[src/rtl/assert_macros.svh]
// Assertion helpers shared by the hash block.
`ifndef ASSERT_MACROS_SVH
`define ASSERT_MACROS_SVH

// Same-cycle implication, disabled while reset is asserted.
`define CSH_ASSERT_IMP(lbl, clk, rst_n, ante, cons) \
	lbl: assert property (@(posedge clk) disable iff (!rst_n) (ante) |-> (cons)) \
		else $error("Assertion failed.");

// Next-cycle implication, disabled while reset is asserted.
`define CSH_ASSERT_NXT(lbl, clk, rst_n, ante, cons) \
	lbl: assert property (@(posedge clk) disable iff (!rst_n) (ante) |=> (cons)) \
		else $error("Assertion failed.");

`endif

[src/rtl/csh_mod.sv]
module csh_mod #(
	parameter int unsigned MODULUS = 7
) (
	input  logic                         clk,
	input  logic                         en,
	input  logic [30:0]                  value_in,
	output logic [$clog2(MODULUS)-1:0]   rem_out
);
	localparam int KTOP = 31 - $clog2(MODULUS + 1);

	logic [30:0] r_s1, r_s2, r_s3, r_s4;

	function automatic logic [30:0] reduce(input logic [30:0] r_in, input int hi, input int lo);
		logic [30:0] r;
		logic [30:0] cand;
		r = r_in;
		for (int k = 28; k >= 0; k--) begin
			cand = 31'(MODULUS) << k;
			if (k <= hi && k >= lo && k <= KTOP) begin
				if (r >= cand) begin
					r = r - cand;
				end
			end
		end
		return r;
	endfunction

	always_ff @(posedge clk) begin
		if (en) begin
			r_s1 <= reduce(value_in, 28, 21);
			r_s2 <= reduce(r_s1, 20, 14);
			r_s3 <= reduce(r_s2, 13, 7);
			r_s4 <= reduce(r_s3, 6, 0);
		end
	end

	assign rem_out = r_s4[$clog2(MODULUS)-1:0];

endmodule

[config.mk]
export PLATFORM = sky130hd
export DESIGN_NAME = csh_mod
export DESIGN_NICKNAME = d
export VERILOG_FILES = /design/src/rtl/assert_macros.svh /design/src/rtl/csh_mod.sv
export SDC_FILE = /design/constraint.sdc
export NUM_CORES = 1
export LEC_CHECK = 0
export BUFFER_PORTS_ARGS = -buffer_cell sky130_fd_sc_hd__buf_2
export CAP_MARGIN = 40
export CORE_MARGIN = 2
export CORE_UTILIZATION = 59
export DETAILED_ROUTE_END_ITERATION = 8
export HOLD_SLACK_MARGIN = 0.05
export PLACE_DENSITY = 0.76
export SLEW_MARGIN = 10
export SYNTH_ARGS = -nofsm -noshare
export SYNTH_HDL_FRONTEND = slang
export SYNTH_SLANG_ARGS = --single-unit
[constraint.sdc]
create_clock -name clk -period 18.1 [get_ports clk]
set_input_delay 3.62 -clock clk [delete_from_list [all_inputs] [get_ports clk]]
set_output_delay 3.62 -clock clk [all_outputs]
set_load 0.02 [all_outputs]
==> impl_metrics.env <==
export IMPL_drive_gt1_share_pct=8.892
export IMPL_ys_top_cells_by_count="nand2_1 (215), nor2_1 (203), xnor2_1 (154)"
export IMPL_yosys_most_used_dff="edfxtp_1"
export IMPL_dp_final_hpwl_mm=44.81
export IMPL_cts_buffers=9
export IMPL_synth_area_leaders="edfxtp_1 (16%), xnor2_1 (7.3%), nand2_1 (4.4%)"
export IMPL_grt_pass1_vias=18475
export IMPL_p_per_area_nw_per_um2=121.9
export IMPL_yosys_warnings=0
export IMPL_floorplan_initialDensity_pct=60.19
export IMPL_drc_errors=0
export IMPL_synthCells=2481
export IMPL_crit_type="flop to flop"
export IMPL_skew_ps=14.80
export IMPL_num_vias=20184
export IMPL_hold_violations=0
export IMPL_tightest_slew_ps=883.3
export IMPL_crit_path_max_fanout=19
export IMPL_muxShareOfSynthArea_pct=3.400
export IMPL_yosys_area_share_xor_xnor_pct=11.58
export IMPL_cts_hold_buffers=0
export IMPL_instances_no_fill=2859
export IMPL_ys_seq_area_share_pct=15.57
export IMPL_hp_class="flop to flop"
export IMPL_grt_pass1_wl_mm=92.23
export IMPL_n_fill_cell=2828
export IMPL_routed_via_density=7.060
export IMPL_max_stage_delay_ps=750
export IMPL_synth_cell_types=119
export IMPL_cts_sinks=96
export IMPL_nets=2520
export IMPL_syn2layout_area_growth_pct=4.002
export IMPL_clk_pin_slew_ps=90
export IMPL_ir_drop_mv=0.1172
export IMPL_synth_adder_area_share_pct=1.960
export IMPL_slew_headroom_pct=39.59
export IMPL_finalCoreUtilization_pct=62.60
export IMPL_final_min_clock_period_ps=13930
export IMPL_setup_violations_final=0
export IMPL_finalWorstSetupSlack_ps=4166
export IMPL_tns_ps=0
export IMPL_htreeDepth=3
export IMPL_diodes=0
export IMPL_coreArea_um2=30750
export IMPL_slew_violations=0
export IMPL_overflow=0
export IMPL_grt_max_degree=66
export IMPL_maxCapViolations=0
export IMPL_outcome="finished, final reports clean"
export IMPL_cp_end_kind="flop"
export IMPL_ant_nets=0
export IMPL_synth_edff_count=96
export IMPL_clkLatencyLatePin_ps=370
export IMPL_syn_area_um2=18510
export IMPL_synth_top_family_by_area="simple AND/OR/NAND/NOR gates"
export IMPL_top_level_ports=36
export IMPL_gp_congestion=0.9721
export IMPL_fin_crit_sh_pct=76.98
export IMPL_multi_input_area_um2=15110
export IMPL_fin_area_um2=19250
export IMPL_max_freq_mhz=71.77
export IMPL_yosysMostFrequentCell="nand2_1"
export IMPL_timing_hold_ws_ps=456.0
export IMPL_dp_cells=2843
export IMPL_syn_avg_cell_area_um2=7.460
export IMPL_seq_area_um2=2883
export IMPL_crit_slowest_cell="or4_1"
export IMPL_grtUsageTotal_pct=33.08
export IMPL_cp_start_kind="flop"
export IMPL_wl_per_cell_um=19.65
export IMPL_design_die_area_um2=32800
export IMPL_worstPathArrival_ps=14040
export IMPL_die_height_um=181.1
export IMPL_rsz0062_at_grt="false"
export IMPL_dr_first_iter_drc_count=1777
export IMPL_rows=64
export IMPL_tritoncts="yes"
export IMPL_portBuffers=35
export IMPL_yosys_area_top_type_share_pct=15.57
export IMPL_worstPathRequired_ps=18210
export IMPL_synth_nets=2543
export IMPL_fin_total_pwr_mw=2.346
export IMPL_post_cts_resized=0
export IMPL_post_dp_cell_area_um2=18930
export IMPL_cts_root_buf="clkbuf_16"
export IMPL_synthArstFlopShare_pct=0
export IMPL_antenna_found_initial=0
export IMPL_yosys_register_bits=96
export IMPL_cts_setup_buffers=0
export IMPL_wl_mm=56.17
export IMPL_preCtsSetupSlack_ps=4516
export IMPL_synth_compound_area_share_pct=29.03
export IMPL_first_pass_iters=8
export IMPL_clockBufferDepth=2
export IMPL_leakage_nw=6.141
export IMPL_yosysTopAreaCell="edfxtp_1"
export IMPL_die_x_um=181.1
export IMPL_yosys_area_share_simple_pct=35.65
==> critical path: cells and delay by family (launching register included) <==
family	cells	cell delay [ps]
and+or+nand+nor	19	7130
buffers and inverters	3	800
AOI/OAI and AO/OA	10	2410
adders and majority gates	4	1210
DFF	1	470
muxes	1	360
xor gates and xnor gates	5	1250
==> registers in the layout (all words and copies together), names as in the netlist <==
| signal | cells |
|---|---|
| r_s1 | 31 |
| r_s2 | 31 |
| r_s3 | 31 |
| r_s4 | 3 |
==> path summary, 6_finish.rpt <==
kind | cells past startpoint | slack, ps | end | from
worst max-delay path | 42 | 4170 | r_s4[1] | r_s3[23]
worst min-delay path | 0 | 460 | r_s2[3] | r_s1[3]
worst max register to register | 42 | 4170 | r_s4[1] | r_s3[23]
worst min register to register | 0 | 460 | r_s2[3] | r_s1[3]
==> where the power goes <==
group          switching, mW  leakage, nW  internal, mW  total (mW)
clock network          0.107        0.157         0.102       0.209
registers             0.0825        0.940         0.327       0.410
logic                   1.11         5.04         0.616        1.73
==> layer usage <==
metal	track usage (%)	share of wire (%)
met5	0	0
met4	9.821	2.7
met3	3.044	6.0
met2	56.57	47
met1	44.27	44
==> layout make-up <==
cell class                      instances  share of cell area, %
Tap cell                              396                  2.574
Multi-Input combinational cell       2265                  78.48
Timing Repair Buffer                   50                  1.586
Clock buffer                            9                  1.170
Clock inverter                          7                 0.5135
Sequential cell                        96                  14.98
Inverter                               36                 0.7020
==> cell usage in the layout (no fill, tap or decap), types with 15 or more instances in the layout <==
cell type  count
nand2_1      215
and2_1        52
a211oi_1      39
o21ai_0      113
o22ai_1       16
ha_1          29
nor2_1       203
nor4_1        62
mux2_2        22
and4_1        16
or2_2         33
inv_1         36
a21boi_0      19
o211ai_1      34
xnor2_1      154
nand2b_1      29
nand4_1       58
a21oi_1      126
or4_1         31
nand3_1      141
a31oi_1       59
buf_2         36
o41ai_1       15
edfxtp_1      96
xor2_1        87
and3_1        50
or3_1         51
o21a_1        29
nor3_1       123
a21o_1        28
mux2i_1       37
o31a_1        18
nor2b_1       18
o31ai_1       34
==> logic make-up after synthesis <==
group,after synthesis
and+or+nand+nor,1188
AOI/OAI and AO/OA,745
xor gates and xnor gates,243
buffers and inverters,120
DFF,96
muxes,60
adders and majority gates,29
Note: power is estimated with default switching activity, not from simulation.
